===== src/hdl/sefr_pkg.sv =====
// Shared types, codes and CRC functions of the escaped frame receiver.
package sefr_pkg;

    typedef enum logic [2:0] {
        PH_WAIT,
        PH_CMD,
        PH_SIZE,
        PH_HCRC,
        PH_DATA,
        PH_DCRC_HI,
        PH_DCRC_LO,
        PH_SYNC_OR_CMD
    } phase_t;

    localparam logic [1:0] EV_PAYLOAD = 2'd0;
    localparam logic [1:0] EV_GOOD    = 2'd1;
    localparam logic [1:0] EV_ERROR   = 2'd2;

    localparam logic [1:0] ERR_BAD_CMD = 2'd0;
    localparam logic [1:0] ERR_HDR_CRC = 2'd1;
    localparam logic [1:0] ERR_DAT_CRC = 2'd2;

    localparam logic REG_SYNC_VALUE = 1'b0;
    localparam logic REG_HDR_POLY   = 1'b1;

    localparam logic [7:0]  SYNC_RESET = 8'hA6;
    localparam logic [7:0]  POLY_RESET = 8'h07;
    localparam logic [7:0]  CRC8_INIT  = 8'h00;
    localparam logic [15:0] CRC16_INIT = 16'hFFFF;
    localparam logic [15:0] CRC16_POLY = 16'h1021;

    typedef struct packed {
        logic [7:0] sync_value;
        logic [7:0] header_crc_poly;
    } cfg_t;

    typedef struct packed {
        logic        valid;
        logic [1:0]  event_kind;
        logic [7:0]  payload_byte;
        logic [7:0]  byte_index;
        logic [6:0]  command_code;
        logic        ack_wanted;
        logic [7:0]  frame_length;
        logic [1:0]  error_cause;
        logic [15:0] errors_seen;
    } result_t;

    function automatic logic [7:0] crc8_update(input logic [7:0] b, input logic [7:0] c,
                                               input logic [7:0] poly);
        logic [7:0] v;
        v = c ^ b;
        for (int i = 0; i < 8; i++) begin
            v = v[7] ? ({v[6:0], 1'b0} ^ poly) : {v[6:0], 1'b0};
        end
        return v;
    endfunction

    function automatic logic [15:0] crc16_update(input logic [7:0] b, input logic [15:0] c);
        logic [15:0] v;
        v = c ^ {b, 8'h00};
        for (int i = 0; i < 8; i++) begin
            v = v[15] ? ({v[14:0], 1'b0} ^ CRC16_POLY) : {v[14:0], 1'b0};
        end
        return v;
    endfunction

endpackage


===== src/hdl/sync_escaped_frame_receiver_core.sv =====
// Top level of the sync-byte escaped frame receiver with CRC-8/CRC-16 checks.
//
//  channel   dir  handshake           payload
//  s_*       in   s_tvalid/s_tready   s_tdata: rx_byte
//  m_*       out  m_tvalid/m_tready   m_tuser: event_kind, m_tdata: result fields
//  cfg_*     in   cfg_valid/cfg_ready cfg_index, cfg_data
//
// One byte per cycle sustained while m_* is not stalled.
// A byte sits in the input register, then one pass of the parser (two byte-wide
// CRC updates and the phase step) loads the result register.
// Stalls on m_* hold the result register and back-pressure s_* through the input
// register. Reset clears phase, CRCs, counters and restores the register defaults.
module sync_escaped_frame_receiver_core
    import sefr_pkg::*;
(
    input  logic        clk,
    input  logic        rst_n,
    input  logic        s_tvalid,
    output logic        s_tready,
    input  logic [7:0]  s_tdata,    // [7:0] rx_byte
    output logic        m_tvalid,
    input  logic        m_tready,
    output logic [55:0] m_tdata,    // [7:0] payload_byte, [15:8] byte_index,
                                    // [22:16] command_code, [23] ack_wanted,
                                    // [31:24] frame_length, [33:32] error_cause,
                                    // [49:34] errors_seen, [55:50] zero
    output logic [1:0]  m_tuser,    // [1:0] event_kind
    input  logic        cfg_valid,
    output logic        cfg_ready,
    input  logic        cfg_index,
    input  logic [7:0]  cfg_data
);

    cfg_t       cfg_reg;
    logic       in_valid_reg;
    logic [7:0] in_byte_reg;
    logic       out_valid_reg;
    result_t    out_reg;
    result_t    result;
    logic       advance;

    assign cfg_ready = 1'b1;
    assign advance   = in_valid_reg && (!out_valid_reg || m_tready);
    assign s_tready  = !in_valid_reg || advance;

    always_ff @(posedge clk or negedge rst_n)
    begin
        if (!rst_n)
        begin
            cfg_reg.sync_value      <= SYNC_RESET;
            cfg_reg.header_crc_poly <= POLY_RESET;
        end
        else if (cfg_valid)
        begin
            case (cfg_index)
                REG_SYNC_VALUE: cfg_reg.sync_value      <= cfg_data;
                REG_HDR_POLY:   cfg_reg.header_crc_poly <= cfg_data;
                default:        cfg_reg                 <= cfg_reg;
            endcase
        end
    end

    always_ff @(posedge clk or negedge rst_n)
    begin
        if (!rst_n)
        begin
            in_valid_reg  <= 1'b0;
            out_valid_reg <= 1'b0;
        end
        else
        begin
            if (s_tready)
            begin
                in_valid_reg <= s_tvalid;
            end
            if (advance)
            begin
                out_valid_reg <= result.valid;
            end
            else if (m_tready)
            begin
                out_valid_reg <= 1'b0;
            end
        end
    end

    always_ff @(posedge clk)
    begin
        if (s_tready && s_tvalid)
        begin
            in_byte_reg <= s_tdata;
        end
        if (advance && result.valid)
        begin
            out_reg <= result;
        end
    end

    sefr_parser u_parser (
        .clk     (clk),
        .rst_n   (rst_n),
        .step    (advance),
        .rx_byte (in_byte_reg),
        .cfg     (cfg_reg),
        .result  (result)
    );

    assign m_tvalid = out_valid_reg;
    assign m_tuser  = out_reg.event_kind;
    assign m_tdata  = {6'd0, out_reg.errors_seen, out_reg.error_cause, out_reg.frame_length,
                       out_reg.ack_wanted, out_reg.command_code, out_reg.byte_index,
                       out_reg.payload_byte};

endmodule


===== src/hdl/sefr_parser.sv =====
// Frame phase tracking, CRC update and event generation for one byte.
module sefr_parser
    import sefr_pkg::*;
(
    input  logic       clk,
    input  logic       rst_n,
    input  logic       step,
    input  logic [7:0] rx_byte,
    input  cfg_t       cfg,
    output result_t    result
);

    phase_t      phase_reg, phase_next;
    phase_t      resume_reg, resume_next;
    logic [7:0]  hcrc_reg, hcrc_next;
    logic [15:0] fcrc_reg, fcrc_next;
    logic [6:0]  cmd_reg, cmd_next;
    logic        ack_reg, ack_next;
    logic [7:0]  len_reg, len_next;
    logic [7:0]  taken_reg, taken_next;
    logic [15:0] tally_reg, tally_next;

    logic        is_sync;
    logic        esc_enter;
    logic        restart;
    phase_t      run_phase;
    logic [7:0]  hcrc_base;
    logic [15:0] fcrc_base;
    logic [7:0]  taken_base;
    logic [7:0]  hcrc_upd;
    logic [15:0] fcrc_upd;
    logic        cmd_ok;
    logic        hcrc_bad;
    logic        more_data;

    assign is_sync   = (rx_byte == cfg.sync_value);
    assign esc_enter = is_sync && (phase_reg != PH_WAIT) && (phase_reg != PH_CMD)
                       && (phase_reg != PH_SYNC_OR_CMD);

    always_comb
    begin
        if (phase_reg == PH_SYNC_OR_CMD)
        begin
            run_phase = is_sync ? resume_reg : PH_CMD;
        end
        else
        begin
            run_phase = phase_reg;
        end
    end

    assign restart = ((phase_reg == PH_SYNC_OR_CMD) && !is_sync)
                     || ((phase_reg == PH_WAIT) && is_sync);

    assign hcrc_base  = restart ? crc8_update(cfg.sync_value, CRC8_INIT, cfg.header_crc_poly)
                                : hcrc_reg;
    assign fcrc_base  = restart ? crc16_update(cfg.sync_value, CRC16_INIT) : fcrc_reg;
    assign taken_base = restart ? 8'h00 : taken_reg;

    assign hcrc_upd  = crc8_update(rx_byte, hcrc_base, cfg.header_crc_poly);
    assign fcrc_upd  = crc16_update(rx_byte, fcrc_base);
    assign cmd_ok    = (rx_byte[6:0] != 7'd0);
    assign hcrc_bad  = (hcrc_base != rx_byte);
    assign more_data = ({1'b0, taken_base} + 9'd1) < {1'b0, len_reg};

    always_comb
    begin
        phase_next  = phase_reg;
        resume_next = resume_reg;
        if (step)
        begin
            if (esc_enter)
            begin
                resume_next = phase_reg;
                phase_next  = PH_SYNC_OR_CMD;
            end
            else
            begin
                case (run_phase)
                    PH_CMD:     phase_next = cmd_ok ? PH_SIZE : PH_WAIT;
                    PH_SIZE:    phase_next = PH_HCRC;
                    PH_HCRC:    phase_next = (hcrc_bad || (len_reg == 8'd0)) ? PH_WAIT : PH_DATA;
                    PH_DATA:    phase_next = more_data ? PH_DATA : PH_DCRC_HI;
                    PH_DCRC_HI: phase_next = (rx_byte != fcrc_base[15:8]) ? PH_WAIT : PH_DCRC_LO;
                    PH_DCRC_LO: phase_next = PH_WAIT;
                    default:    phase_next = is_sync ? PH_CMD : PH_WAIT;
                endcase
            end
        end
    end

    always_comb
    begin
        hcrc_next  = hcrc_reg;
        fcrc_next  = fcrc_reg;
        cmd_next   = cmd_reg;
        ack_next   = ack_reg;
        len_next   = len_reg;
        taken_next = taken_reg;
        tally_next = tally_reg;
        result     = '0;
        if (step && !esc_enter)
        begin
            hcrc_next  = hcrc_base;
            fcrc_next  = fcrc_base;
            taken_next = taken_base;
            case (run_phase)
                PH_CMD:
                begin
                    if (cmd_ok)
                    begin
                        hcrc_next = hcrc_upd;
                        fcrc_next = fcrc_upd;
                        cmd_next  = rx_byte[6:0];
                        ack_next  = rx_byte[7];
                    end
                    else
                    begin
                        tally_next         = tally_reg + 16'd1;
                        result.valid       = 1'b1;
                        result.event_kind  = EV_ERROR;
                        result.error_cause = ERR_BAD_CMD;
                    end
                end
                PH_SIZE:
                begin
                    hcrc_next = hcrc_upd;
                    fcrc_next = fcrc_upd;
                    len_next  = rx_byte;
                end
                PH_HCRC:
                begin
                    if (hcrc_bad)
                    begin
                        tally_next         = tally_reg + 16'd1;
                        result.valid       = 1'b1;
                        result.event_kind  = EV_ERROR;
                        result.error_cause = ERR_HDR_CRC;
                    end
                    else if (len_reg == 8'd0)
                    begin
                        result.valid        = 1'b1;
                        result.event_kind   = EV_GOOD;
                        result.command_code = cmd_reg;
                        result.ack_wanted   = ack_reg;
                        result.frame_length = len_reg;
                    end
                    else
                    begin
                        fcrc_next = fcrc_upd;
                    end
                end
                PH_DATA:
                begin
                    fcrc_next           = fcrc_upd;
                    taken_next          = taken_base + 8'd1;
                    result.valid        = 1'b1;
                    result.event_kind   = EV_PAYLOAD;
                    result.payload_byte = rx_byte;
                    result.byte_index   = taken_base;
                end
                PH_DCRC_HI:
                begin
                    if (rx_byte != fcrc_base[15:8])
                    begin
                        tally_next         = tally_reg + 16'd1;
                        result.valid       = 1'b1;
                        result.event_kind  = EV_ERROR;
                        result.error_cause = ERR_DAT_CRC;
                    end
                end
                PH_DCRC_LO:
                begin
                    result.valid = 1'b1;
                    if (rx_byte != fcrc_base[7:0])
                    begin
                        tally_next         = tally_reg + 16'd1;
                        result.event_kind  = EV_ERROR;
                        result.error_cause = ERR_DAT_CRC;
                    end
                    else
                    begin
                        result.event_kind   = EV_GOOD;
                        result.command_code = cmd_reg;
                        result.ack_wanted   = ack_reg;
                        result.frame_length = len_reg;
                    end
                end
                default:
                begin
                end
            endcase
            result.errors_seen = tally_next;
        end
    end

    always_ff @(posedge clk or negedge rst_n)
    begin
        if (!rst_n)
        begin
            phase_reg  <= PH_WAIT;
            resume_reg <= PH_WAIT;
            hcrc_reg   <= CRC8_INIT;
            fcrc_reg   <= CRC16_INIT;
            cmd_reg    <= 7'd0;
            ack_reg    <= 1'b0;
            len_reg    <= 8'd0;
            taken_reg  <= 8'd0;
            tally_reg  <= 16'd0;
        end
        else
        begin
            phase_reg  <= phase_next;
            resume_reg <= resume_next;
            hcrc_reg   <= hcrc_next;
            fcrc_reg   <= fcrc_next;
            cmd_reg    <= cmd_next;
            ack_reg    <= ack_next;
            len_reg    <= len_next;
            taken_reg  <= taken_next;
            tally_reg  <= tally_next;
        end
    end

endmodule

===== config.mk =====
export PLATFORM = sky130hd
export DESIGN_NAME = sync_escaped_frame_receiver_core
export DESIGN_NICKNAME = d
export VERILOG_FILES = /design/src/hdl/sefr_pkg.sv /design/src/hdl/sync_escaped_frame_receiver_core.sv /design/src/hdl/sefr_parser.sv
export SDC_FILE = /design/constraint.sdc
export NUM_CORES = 1
export LEC_CHECK = 0
export BUFFER_PORTS_ARGS = -buffer_cell sky130_fd_sc_hd__buf_2
export CORE_MARGIN = 2
export CORE_UTILIZATION = 50
export CTS_BUF_LIST = sky130_fd_sc_hd__clkbuf_16
export DETAILED_ROUTE_END_ITERATION = 16
export GPL_TIMING_DRIVEN = 0
export PLACE_DENSITY_LB_ADDON = 0.2
export SLEW_MARGIN = 30
export SYNTH_ARGS = -nofsm -noshare
export SYNTH_HDL_FRONTEND = slang
export SYNTH_SLANG_ARGS = --single-unit

===== constraint.sdc =====
create_clock -name clk -period 8.15 [get_ports clk]
set_clock_uncertainty 0.15 [all_clocks]
set_input_delay 0.815 -clock clk [delete_from_list [all_inputs] [get_ports clk]]
set_output_delay 0.815 -clock clk [all_outputs]
set_load 0.005 [all_outputs]

---- After elaboration in Yosys (flattened, before gate mapping) ----
Cells that the tools add are included.
operators by class
  add/subtract/negate cells ............... 3
  order comparisons ....................... 1
  equal/unequal tests ..................... 13
  mux-type cells .......................... 74
  bitwise gates (word level) .............. 36
  reduce and logical (&&, ||, !) cells .... 29
operators by type and width
  operator               count
  $mux 13                16
  $mux 16                12
  $mux 8                 20
  $xor 8x8->8            17
  $pmux 16 s4            1
  $mux 53                1
  $not 3->3              16
  $pmux 16 s3            1
  $pmux 16 s2            1
  $mux 3                 9
  $ne 8x8->1             3
  $pmux 3 s6             1
  $add 16x1->16 const B  1
  $not 16->16            1
  $pmux 8 s2             1
  $xor 16x16->16         1
  $pmux 3 s5             1
  $eq 3x3->1 const B     4
  $reduce_and 2->1       5
  $add 8x1->9 const B    1
  $logic_and 1x1->1      9
  $lt 9x8->1             1
  $add 8x1->8 const B    1
  $eq 8x8->1             1
  17 further kinds       31
storage, ports and cells
  register bits after elaboration ......... 148
  input bits .............................. 22
  logic and storage cells ................. 178

---- Longest topological paths before layout ----
Gate-level depths: netlist of the first run.
  depth after elaboration ................. 38
  mapped depth ............................ 31

---- Hierarchy ----
Synthesis of the first run repeated with hierarchy kept, for this count alone.
unflattened totals
  cell total of the unflattened synthesis .. 1321
  area, all modules ....................... 11561.1 um^2
modules (own cells, without submodules)
  module                            instances  cells an instance  area each (um^2)
  sefr_parser                       1          1207               8952.3
  sync_escaped_frame_receiver_core  1          114                2608.8

---- Worst setup path before layout of the first run ----
No wires, ideal clock.
  kind .................................... flip-flop to flip-flop
  start point ............................. register cfg_reg[15] in the netlist's numbering
  end point ............................... register out_reg, in the netlist m_tdata[0] (enable)
  library setup time ...................... 543 ps
  arrival ................................. 8327 ps
  data required time ...................... 7457 ps
  slack ................................... -870 ps
  cell stages (with the launch flop) ...... 22
  cells stage by stage .................... dfstp_2 > buf_4 > a21boi_1 > o221a_2 > o21ai_2 > o311ai_2 > a311oi_4 > nor3_1 > nor4_4 > xnor2_1 > a311oi_1 > and3_1 > a211oi_1 > o211ai_1 > xor2_1 > or2_2 > nor4_1 > nand2_1 > nand2b_1 > a21oi_1 > nor2_1 > a211oi_1
between the ends
  cells in the longest elaborated chain, start to end .. 21
  elaborated cells between the ends (all ways) .. 51
  those cells by class .................... eq/ne: 8; mux: 24; bitwise: 9; reduce/logical: 10
ends and longest elaborated chain
  element                 line                                    source
  start, declared         sync_escaped_frame_receiver_core.sv:34  cfg_t cfg_reg;
  start signal, assigned  sync_escaped_frame_receiver_core.sv:58  default: cfg_reg <= cfg_reg;
  $mux 8                  sefr_pkg.sv:54                          v = v[7] ? ({v[6:0], 1'b0} ^ poly) : {v[6:0], 1'b0};
  $xor 8x8->8             sefr_pkg.sv:54
  $mux 8                  sefr_pkg.sv:54
  $xor 8x8->8             sefr_pkg.sv:54
  $mux 8                  sefr_pkg.sv:54
  $xor 8x8->8             sefr_pkg.sv:54
  $mux 8                  sefr_pkg.sv:54
  $xor 8x8->8             sefr_pkg.sv:54
  [... 5 more ...]        n/a
  $xor 8x8->8             sefr_pkg.sv:54
  $mux 8                  sefr_pkg.sv:54
  $mux 8                  sefr_parser.sv:55                       assign hcrc_base = restart ? crc8_update(cfg.sync_value, CRC8_INIT, cfg.header_crc_poly)
  $ne 8x8->1              sefr_parser.sv:63                       assign hcrc_bad = (hcrc_base != rx_byte);
  $mux 3                  sefr_parser.sv:133                      if (hcrc_bad)
  $pmux 3 s5              sefr_parser.sv:107                      case (run_phase)
  $mux 53 *               sefr_parser.sv:102                      if (step && !esc_enter)
  $logic_and 1x1->1 *     sync_escaped_frame_receiver_core.sv:93  if (advance && result.valid)
  end signal, assigned    sync_escaped_frame_receiver_core.sv:95  out_reg <= result;
  end, declared           sync_escaped_frame_receiver_core.sv:38  result_t out_reg;
Mark *: on every way between the ends. The rest lies on a longest branch, timed or not.
A chain may end at the register's enable or synchronous reset.

---- Final worst setup path of the first run ----
  start point ............................. register cfg_reg[15] in the netlist's numbering
  end point ............................... register u_parser.hcrc_reg[3]
between the ends
  cells in the longest elaborated chain, start to end .. 33
  elaborated cells between the ends (all ways) .. 49
  those cells by class .................... eq/ne: 3; mux: 21; bitwise: 16; reduce/logical: 9
ends and longest elaborated chain
  element                                line                source
  $mux 8                                 sefr_pkg.sv:54
  $xor 8x8->8                            sefr_pkg.sv:54
  $mux 8                                 sefr_pkg.sv:54
  $xor 8x8->8                            sefr_pkg.sv:54
  $mux 8                                 sefr_pkg.sv:54
  $xor 8x8->8                            sefr_pkg.sv:54
  $mux 8                                 sefr_pkg.sv:54
  $mux 8 or $xor 8x8->8 (tied branches)  sefr_pkg.sv:54
  [... 17 more ...]                      n/a
  $xor 8x8->8 or $mux 8 (tied branches)  sefr_pkg.sv:54
  $mux 8 or $xor 8x8->8 (tied branches)  sefr_pkg.sv:54
  $xor 8x8->8 or $mux 8 (tied branches)  sefr_pkg.sv:54
  $mux 8 or $xor 8x8->8 (tied branches)  sefr_pkg.sv:54
  $xor 8x8->8 or $mux 8 (tied branches)  sefr_pkg.sv:54
  $mux 8                                 sefr_pkg.sv:54
  $mux 8                                 sefr_parser.sv:110  if (cmd_ok)
  $pmux 8 s2                             sefr_parser.sv:107
  end signal, assigned                   sefr_parser.sv:215  hcrc_reg <= hcrc_next;
  end, declared                          sefr_parser.sv:15   logic [7:0] hcrc_reg, hcrc_next;
Parallel ways exist; a longest one is shown, timed or not.

==> out/qor.csv, run 1 <==
stage;metric;value;unit
status;outcome;complete, no violations;
floorplanning;Ports;83;
clock_tree;CTS Buffer Depth;2;
floorplanning;Core Rows;54;
sta;fin crit period;7.78;ns
routing;Initial DRC Count;1124;
yosys;share of flip-flops with an asynchronous set or reset;59.5;%
clock_tree;CTS HTree Levels;4;
final_layout;synthesis-to-finish area growth;13.6;%
final_layout;fin nets;1386;
routing;DR WL met2;14.6;mm
clock_tree;CTS clk-pin slew, worst paths;0.07;ns
routing;average wire per standard cell;19.7;um
yosys;Yosys top cell area share;16.0;%
yosys;EDFF count, synth;60;
yosys;Main synth FF type;dfrtp_1;
sta;FMAX;128;MHz
yosys;Seq/Total Area, Yosys;35.8;%
clock_tree;clk sinks;148;
yosys;distinct cell type count of the synthesized netlist;102;
placement;IO Port Bufs;75;
sta;Setup-failing EPs final;0;
clock_tree;insertion delay to the later sink of the worst-skew pair;0.44;ns
yosys;post-synthesis compound-gate area fraction;19.3;%
global_routing;first-pass GRT wire length;51.2;mm
floorplanning;Die Wd;154;um
routing;wire length on met3;2.67;mm
setup_path;required time of the critical path;8.31;ns
yosys;FF+latch count, synth;148;
routing;final wirelength;32.4;mm
setup_path;master of the slowest instance on the critical path;or4_1;
final_layout;share of cells above drive strength 1;19.4;%
sta;RSZ-0062 raised after global routing;no;
routing;post-route ant nets;0;
sta;Slew @ Worst Pin;0.935;ns
sta;Slew headroom;37.0;%
routing;uppermost layer routed;met4;
placement;DP Wirelength;24.4;mm
min_path;HP Class;in -> async;
floorplanning;die area;23700;sq um
floorplanning;die height;154;um
global_routing;initial antenna violation count;0;
yosys;post-synth top area cell;edfxtp_1;
final_layout;Non-Filler Instances;1648;
sta;final hold vios;0;
clock_tree;total CTS buffers;17;
yosys;synth top area cells;edfxtp_1, dfrtp_1, xnor2_1, dfstp_2, nand2_1;
setup_path;crit-path max FO;10;
setup_path;startpoint types;flop;
routing;routed via count;10181;
global_routing;vias in the first global route;9337;
setup_path;critical path class;reg -> reg;
final_layout;max reg flops;50;
final_layout;ant diodes;0;
sta;WHS;0.0855;ns
clock_tree;TritonCTS clock tree;yes;
yosys;simple logic cell fraction of the synthesized area;19.9;%
routing;Vias/cell;6.18;
yosys;count of warnings emitted by yosys;0;
routing;Initial DRT Pass Iterations;6;
floorplanning;Core ar.;22000;sq um
yosys;Syn Area/Cell;9.00;sq um
placement;GP Congestion;0.977;
global_routing;largest net degree at the start of global routing;61;
yosys;xor-xnor portion of the synthesized cell area;14.9;%
setup_path;CP peak stage delay;0.60;ns
placement;placed insts;1615;
clock_tree;Clk Tree Root Cell;clkbuf_16;
routing;met1 wire length;14.4;mm
yosys;Post-Syn Instances;1250;
clock_tree;cts hold-fix bufs;0;
global_routing;grt total ovfl;0;
yosys;synthesized area;11200;sq um
yosys;Synth Area in Adders;1.00;%
sta;period utilization;95.5;%
flow_run;Max-cap violations;0;
routing;DRC;0;
setup_path;arrival time worst endpoint;7.95;ns
yosys;main combinational cell family by area after synthesis;simple AND/OR/NAND/NOR gates;
setup_path;Critical Path Sink Type;flop;
floorplanning;starting density of the core;51.2;%
sta;Slew Viols, Final;0;
global_routing;Total GRT Usage;27.5;%
yosys;mux cell area share after synthesis;4.69;%
==> metrics by stage <==
stage	setup WS (ns)	setup TNS, ns	util (%)	cell area (sq um)
after floorplan	0.940	0	-	11300
after global placement	-0.908	-47.54	54.6	12000
after detailed placement	0.212	0	55.1	12100
after CTS	0.170	0	57.8	12700
after global routing	0.0104	0	58.2	12800
final	0.367	0	58.2	12800
==> placed cells by master, fill, tap and decap left out, drive strengths merged, types with 18 or more instances in the layout <==
cell type / instances
mux2: 38
a211oi: 18
nand3: 31
a21oi: 73
xor2: 53
and3: 34
inv: 30
nor4: 20
nand2: 162
buf: 116
nor3: 42
nor2: 103
o211ai: 21
dfrtp: 65
dfstp: 23
xnor2: 108
clkbuf: 70
edfxtp: 60
o21ai: 81
==> worst paths after layout <==
check	startpoint	depth (start not counted)	slack (ns)	endpoint
max	cfg_reg[15]	28	0.37	u_parser.hcrc_reg[3]
min	rst_n	1	0.09	u_parser.tally_reg[0]
max reg2reg	cfg_reg[15]	28	0.37	u_parser.hcrc_reg[3]
min reg2reg	u_parser.fcrc_reg[2]	2	0.33	u_parser.fcrc_reg[2]
max in group asynchronous	rst_n	2	7.11	cfg_reg[15]
min in group clk	u_parser.fcrc_reg[2]	2	0.33	u_parser.fcrc_reg[2]
==> timing repair <==
action,4_1_cts,5_1_grt
gates resized for setup,0,15
endpoints found under the setup margin,0,8
buffers inserted,0,1
endpoints found under the hold margin,0,0
==> per-layer routing <==
layer	track usage, %	up-vias
met5	0	-
li1	-	4721
met1	39.7	4904
met4	7.79	0
met3	4.85	63
met2	42.6	493
==> cell usage after synthesis, types with 13 or more instances <==
library cell	n
clkbuf_1	54
xor2_1	49
and2_1	13
xnor2_1	102
dfrtp_1	65
nor4_1	17
a211oi_1	13
and3_1	34
nor2_1	101
o211ai_1	18
nand3_1	31
o21ai_0	72
edfxtp_1	60
inv_1	21
nand2_1	160
a21oi_1	68
nor3_1	39
mux2_2	38
dfstp_2	23
==> logic make-up (layout without fill, tap and decap cells) <==
| family | count (synthesis) | after routing |
|---|---|---|
| AOI/OAI and AO/OA | 303 | 303 |
| xor gates and xnor gates | 169 | 169 |
| adders and majority gates | 9 | 9 |
| buffers and inverters | 110 | 223 |
| DFF | 148 | 148 |
| muxes | 48 | 48 |
| other | 2 | 7 |
| and+or+nand+nor | 461 | 461 |
==> worst max-delay path: cells and delay by family (launching register included) <==
family / cells / cell delay, ns
AOI/OAI and AO/OA: 13 / 2.82
xor gates and xnor gates: 3 / 1.27
buffers and inverters: 3 / 0.53
DFF: 1 / 0.57
and+or+nand+nor: 9 / 2.32
==> layout make-up <==
type	count	area [sq um]
multi-input combinational	997	6860
clock buffer	17	425
clock inverter	15	169
sequential	148	4030
fill	1942	9180
tap	280	350
buffer	88	397
inverter	22	82.6
timing repair buffer	81	465
Power of run 1 is left out: the tool's default activity adds up to more than one toggle a clock period on the data nets, which glitch-free logic cannot reach.
==> run 2: changes to the inputs <==
Settings changed: CORE_MARGIN 2 to unset, SETUP_SLACK_MARGIN set to 0.3, SYNTH_HIERARCHICAL set to 1.
==> out/qor.csv, run 2 <==
stage;metric;value;unit
global_routing;initial antenna violation count;0;
final_layout;max reg flops;50;
global_routing;largest net degree at the start of global routing;55;
setup_path;R2R setup slack;0.53;ns
clock_tree;total CTS buffers;17;
floorplanning;Core Rows;55;
routing;routed via count;10594;
setup_path;required time of the critical path;8.30;ns
final_layout;fin nets;1463;
yosys;FF+latch count, synth;148;
placement;IO Port Bufs;75;
clock_tree;TritonCTS clock tree;yes;
placement;GP Congestion;0.938;
clock_tree;insertion delay to the later sink of the worst-skew pair;0.43;ns
floorplanning;die height;154;um
clock_tree;cts hold-fix bufs;0;
yosys;count of warnings emitted by yosys;6;
floorplanning;Ports;83;
setup_path;Critical Path Sink Type;flop;
final_layout;synthesis-to-finish area growth;15.2;%
sta;Setup-failing EPs final;0;
setup_path;master of the slowest instance on the critical path;or4_4;
yosys;most common cell in the synthesized netlist;nand2_1;
sta;FMAX;131;MHz
yosys;Post-synth top cells;nand2_1, nor2_1, o21ai_0, xnor2_1, a21oi_1;
routing;Initial DRT Pass Iterations;6;
clock_tree;CTS Buffer Depth;2;
final_layout;most common cell after layout, fill and taps aside;nand2_1;
routing;DRC;0;
final_layout;share of cells above drive strength 1;18.8;%
min_path;HP Class;in -> async;
setup_path;Buffers & Inverters on Critical Path;4;
status;outcome;complete, no violations;
final_layout;highest-count cells in the layout ignoring fill and taps;nand2_1, nor2_1, o21ai_0, buf_2, xnor2_1;
yosys;Seq/Total Area, Yosys;34.9;%
routing;Initial DRC Count;1003;
final_layout;ant diodes;0;
yosys;EDFF count, synth;60;
global_routing;grt total ovfl;0;
sta;fin crit period;7.62;ns
placement;Post-Place Setup Slack;0.196;ns
final_layout;Final Cell Area;13300;sq um
setup_path;crit-path max FO;10;
sta;Slew headroom;34.6;%
final_layout;Non-Filler Instances;1729;
routing;post-route ant nets;0;
placement;placed insts;1689;
routing;average wire per standard cell;18.7;um
yosys;Syn Area/Cell;8.75;sq um
yosys;share of flip-flops with an asynchronous set or reset;59.5;%
floorplanning;Core ar.;22600;sq um
clock_tree;CTS HTree Levels;4;
floorplanning;starting density of the core;51.1;%
placement;DP Wirelength;23.4;mm
clock_tree;clk sinks;148;
yosys;synth top area cells;edfxtp_1, dfrtp_1, xnor2_1, dfstp_2, nand2_1;
clock_tree;CTS clk-pin slew, worst paths;0.07;ns
sta;final hold vios;0;
routing;final wirelength;32.4;mm
global_routing;vias in the first global route;9842;
flow_run;Max-cap violations;0;
setup_path;critical path class;reg -> reg;
yosys;distinct cell type count of the synthesized netlist;103;
setup_path;CP peak stage delay;0.63;ns
routing;Vias/cell;6.13;
sta;Slew @ Worst Pin;0.982;ns
global_routing;Total GRT Usage;27.3;%
sta;RSZ-0062 raised after global routing;no;
clock_tree;Clk Tree Root Cell;clkbuf_16;
sta;Setup WS post-layout;0.532;ns
yosys;synthesized area;11600;sq um
yosys;Post-Syn Instances;1321;
sta;WHS;0.119;ns
placement;placed cell areas;12400;sq um
global_routing;first-pass GRT wire length;51.5;mm
sta;Slew Viols, Final;0;
setup_path;Top Family by Delay on Critical Path;simple AND/OR/NAND/NOR gates;
final_layout;fillcell total;1976;
yosys;post-synth top area cell;edfxtp_1;
floorplanning;die area;23700;sq um
setup_path;startpoint types;flop;
yosys;Main synth FF type;dfrtp_1;
floorplanning;Die Wd;154;um
yosys;Yosys top cell area share;15.6;%
setup_path;arrival time worst endpoint;7.77;ns
sta;period utilization;93.5;%
-- run 2: cell types whose count changed in the layout (fill, tap and decap cells not counted), sizes merged, moves of 8 or more --
| cell | change |
|---|---|
| and2 | +21 |
| buf | +9 |
| clkbuf | +8 |
| mux2i | +9 |
| nand3 | +10 |
| nor3 | -11 |
| nor4 | -9 |
| o21ai | +18 |
| or3 | +8 |
| xnor2 | -17 |
| xor2 | -8 |
-- run 2: area by class of cell --
cell class	count	area (sq um)	area share [%]
plain buffers	100	468	3.51
clock buffers	17	425	3.19
clock inverters	15	210	1.58
inverters	21	82.6	0.620
multi-input cells	1057	7220	54.2
flip-flops and latches	148	4030	30.3
well taps	285	357	2.68
repair buffers	86	524	3.94
-- run 2: what timing repair did --
| item | 4_1_cts | 5_1_grt |
|---|---|---|
| setup endpoints to repair | 6 | 18 |
| resized for setup | 3 | 38 |
| pin swaps | 0 | 8 |
| cloned | 0 | 0 |
| setup buffers | 0 | 8 |
-- run 2: kinds of logic (layout without fill, tap and decap cells) --
logic type	Yosys count	in the layout	synth area share, %
compound gates	354	354	20.6
xor+xnor	145	145	12.3
fa+ha+maj	10	10	1.08
buf+inv	121	239	4.69
flops	148	148	34.9
mux	55	55	5.41
other cells	2	7	0.0650
simple gates	486	486	21.1
-- run 2: final timing paths --
path	start	cells after the start	to
setup / recovery	cfg_reg[14]	28	u_parser/hcrc_reg[3]
hold / removal	rst_n	1	u_parser/tally_reg[14]
setup reg to reg	cfg_reg[14]	28	u_parser/hcrc_reg[3]
hold reg to reg	u_parser/fcrc_reg[8]	2	u_parser/fcrc_reg[8]
max in group asynchronous	rst_n	2	u_parser/fcrc_reg[10]
min in group clk	u_parser/fcrc_reg[8]	2	u_parser/fcrc_reg[8]
-- run 2: layer usage --
metal | vias to the layer above | global-route usage (%) | routed length, um
met1 | 5082 | 34.9 | 13700
met3 | 80 | 4.34 | 1960
met4 | 0 | 10.7 | 1000
li1 | 4977 | - | -
met5 | - | 0 | 0
met2 | 455 | 46.3 | 15700
-- run 2: metrics by stage --
| step | utilization [%] | setup TNS [ns] |
|---|---|---|
| after CTS | 57.8 | 0 |
| after detailed placement | 54.9 | 0 |
| final | 58.8 | 0 |
| after global routing | 58.8 | 0 |
| after floorplan | - | 0 |
| after global placement | 54.4 | -67.02 |
Power of run 2 is left out for the same reason.
==> run 3: changes to the inputs <==
Settings changed: ABC_AREA set to 1.
==> out/qor.csv, run 3 <==
stage;metric;value;unit
global_routing;largest net degree at the start of global routing;64;
clock_tree;CTS resizes;0;
sta;fin crit period;6.51;ns
pwr;Tot Pwr;0.00548;W
final_layout;max reg flops;50;
yosys;Seq/Total Area, Yosys;37.2;%
clock_tree;CTS HTree Levels;4;
sta;Setup-failing EPs final;0;
sta;period utilization;79.8;%
clock_tree;TritonCTS clock tree;yes;
yosys;main combinational cell family by area after synthesis;simple AND/OR/NAND/NOR gates;
setup_path;Crit Reg-Reg Startpoint;in_byte_reg[2];
setup_path;CP peak stage delay;0.60;ns
routing;post-route ant nets;0;
yosys;share of flip-flops with an asynchronous set or reset;59.5;%
sta;Setup WS post-layout;1.64;ns
routing;final wirelength;29.6;mm
placement;DP Wirelength;21.8;mm
global_routing;first-pass GRT wire length;48.4;mm
global_routing;initial antenna violation count;0;
clock_tree;setup bufs post-CTS;0;
placement;Post-Place Setup Slack;1.97;ns
yosys;post-synthesis compound-gate area fraction;12.1;%
sta;Slew headroom;48.7;%
sta;RSZ-0062 raised after global routing;no;
final_layout;synthesis-to-finish area growth;13.1;%
yosys;Yosys top cell area share;16.6;%
floorplanning;Core ar.;21200;sq um
clock_tree;Clk Tree Root Cell;clkbuf_16;
yosys;distinct cell type count of the synthesized netlist;49;
setup_path;crit-path max FO;10;
clock_tree;CTS Buffer Depth;2;
setup_path;master of the slowest instance on the critical path;o21ai_0;
clock_tree;cts hold-fix bufs;0;
routing;routed via count;10348;
yosys;Post-Syn Instances;1505;
yosys;Synth Area in Adders;1.16;%
pwr;Pleak;5.79;nW
routing;Initial DRT Pass Iterations;6;
flow_run;Max-cap violations;0;
setup_path;Critical Path Sink Type;flop;
setup_path;critical path class;reg -> reg;
yosys;Syn Area/Cell;7.20;sq um
placement;GP Congestion;0.947;
sta;Slew @ Worst Pin;0.767;ns
routing;Initial DRC Count;882;
placement;placed cell areas;11700;sq um
final_layout;most common cell after layout, fill and taps aside;nand2_1;
sta;Setup TNS;0;ns
sta;FMAX;154;MHz
routing;average wire per standard cell;15.6;um
sta;Slew Viols, Final;0;
yosys;count of warnings emitted by yosys;6;
yosys;xor-xnor portion of the synthesized cell area;8.58;%
setup_path;Worst setup startpoint;in_byte_reg[2];
final_layout;Util after Layout;57.9;%
final_layout;Final Cell Area;12200;sq um
yosys;EDFF count, synth;60;
yosys;synth top area cells;edfxtp_1, dfrtp_1, nand2_1, inv_1, nand3_1;
setup_path;required time of the critical path;8.17;ns
floorplanning;die area;22300;sq um
setup_path;Buffers & Inverters on Critical Path;9;
yosys;post-synth top area cell;edfxtp_1;
final_layout;ant diodes;0;
yosys;Main synth FF type;dfrtp_1;
setup_path;Top Family by Delay on Critical Path;buffers and inverters;
clock_tree;clk sinks;148;
setup_path;startpoint types;flop;
routing;Vias/cell;5.47;
global_routing;vias in the first global route;9573;
global_routing;Total GRT Usage;27.7;%
yosys;simple logic cell fraction of the synthesized area;30.5;%
pwr;PD cells;447;nW/um^2
clock_tree;CTS clk-pin slew, worst paths;0.07;ns
floorplanning;Core Rows;53;
global_routing;grt total ovfl;0;
clock_tree;insertion delay to the later sink of the worst-skew pair;0.43;ns
status;outcome;complete, no violations;
floorplanning;Die Wd;149;um
setup_path;arrival time worst endpoint;6.53;ns
min_path;HP Class;in -> async;
sta;final hold vios;0;
clock_tree;total CTS buffers;17;
yosys;Post-synth top cells;nand2_1, inv_1, nand3_1, o21ai_0, nor2_1;
yosys;synthesized area;10800;sq um
floorplanning;Ports;83;
floorplanning;die height;149;um
pwr;Peak VDD IR;0.280;mV
final_layout;fin nets;1637;
yosys;FF+latch count, synth;148;
placement;IO Port Bufs;73;
routing;DRC;0;
yosys;most common cell in the synthesized netlist;nand2_1;
floorplanning;starting density of the core;51.2;%
final_layout;share of cells above drive strength 1;13.7;%
yosys;mux cell area share after synthesis;0;%
setup_path;CP Cell Sequence;clkbuf_1 > inv_1 > nand2_1 > nand4_1 > a221oi_1 > nand2_1 > inv_1 > o21ai_0 > nand2_1 > inv_1 > buf_2 > clkbuf_1 > clkbuf_1 > o21ai_0 > xor2_1 > nand4_1 > nor4_1 > o21ai_0 > nor2_1 > clkbuf_1 > o2111ai_1 > inv_1 > nor2_1;
final_layout;highest-count cells in the layout ignoring fill and taps;nand2_1, inv_1, nand3_1, o21ai_0, nor2_1;
[run 3: changes by cell type after synthesis, sizes merged, moves of 34 or more]
| cell | before | now |
|---|---|---|
| and2 | 34 | 0 |
| inv | 19 | 188 |
| mux2 | 36 | 0 |
| nand2 | 155 | 417 |
| nand3 | 41 | 145 |
| xnor2 | 91 | 34 |
[run 3: layer usage]
metal	GRT usage, %	wire, um	vias up
li1	-	-	5107
met1	36.8	13100	4825
met2	45.5	13900	355
met3	4.19	1810	61
met4	10.6	801	0
met5	0	0	-
[run 3: cell families after synthesis]
group | after synthesis
AO/OA/AOI/OAI | 237
XOR/XNOR | 104
buffers and inverters | 262
other | 2
adder cells (fa/ha/maj) | 10
flip-flops | 148
AND/OR/NAND/NOR | 742
[run 3: worst reg2reg max path: stages (launching register included)]
cell and delay [ns]:
edfxtp_1 0.38, clkbuf_1 0.42, inv_1 0.33, nand2_1 0.13
nand4_1 0.08, a221oi_1 0.22, nand2_1 0.19, inv_1 0.20
o21ai_0 0.11, nand2_1 0.26, inv_1 0.16, buf_2 0.22
clkbuf_1 0.27, clkbuf_1 0.36, o21ai_0 0.60, xor2_1 0.26
nand4_1 0.11, nor4_1 0.33, o21ai_0 0.21, nor2_1 0.41
clkbuf_1 0.52, o2111ai_1 0.20, inv_1 0.10, nor2_1 0.06
[run 3: through the flow]
stage,hold slack [ns],instances
6_report,0.104,1893
5_1_grt,0.111,1893
4_1_cts,0.104,1893
3_5_place_dp,0.310,1861
3_3_place_gp,0.306,1858
2_1_floorplan,0.290,1510
[run 3: worst paths after layout]
kind                                         end  cells after the start  slack (ns)
setup reg to reg                     m_tdata[49]                     23        1.64
hold / removal               u_parser/len_reg[0]                      1        0.10
min in group clk            u_parser/fcrc_reg[6]                      2        0.33
setup / recovery                     m_tdata[49]                     23        1.64
hold reg to reg             u_parser/fcrc_reg[6]                      2        0.33
max in group asynchronous  u_parser/fcrc_reg[12]                      2        7.10
[run 3: cell type report]
class | count | area, sq um
sequential | 148 | 4030
clock inverter | 15 | 164
buffer | 69 | 392
fill | 2009 | 8910
timing repair buffer | 76 | 454
clock buffer | 17 | 425
inverter | 193 | 732
tap | 275 | 344
multi-input combinational | 1100 | 5700
[run 3: report_power, final]
| group | total, W | internal, W | switching [W] |
|---|---|---|---|
| combinational | 0.00347 | 0.00120 | 0.00227 |
| sequential | 0.00122 | 0.00108 | 0.000148 |
| clock | 0.000787 | 0.000436 | 0.000351 |
| total | 0.00548 | 0.00271 | 0.00277 |
No activity file was read; power rests on OpenSTA's default activity.
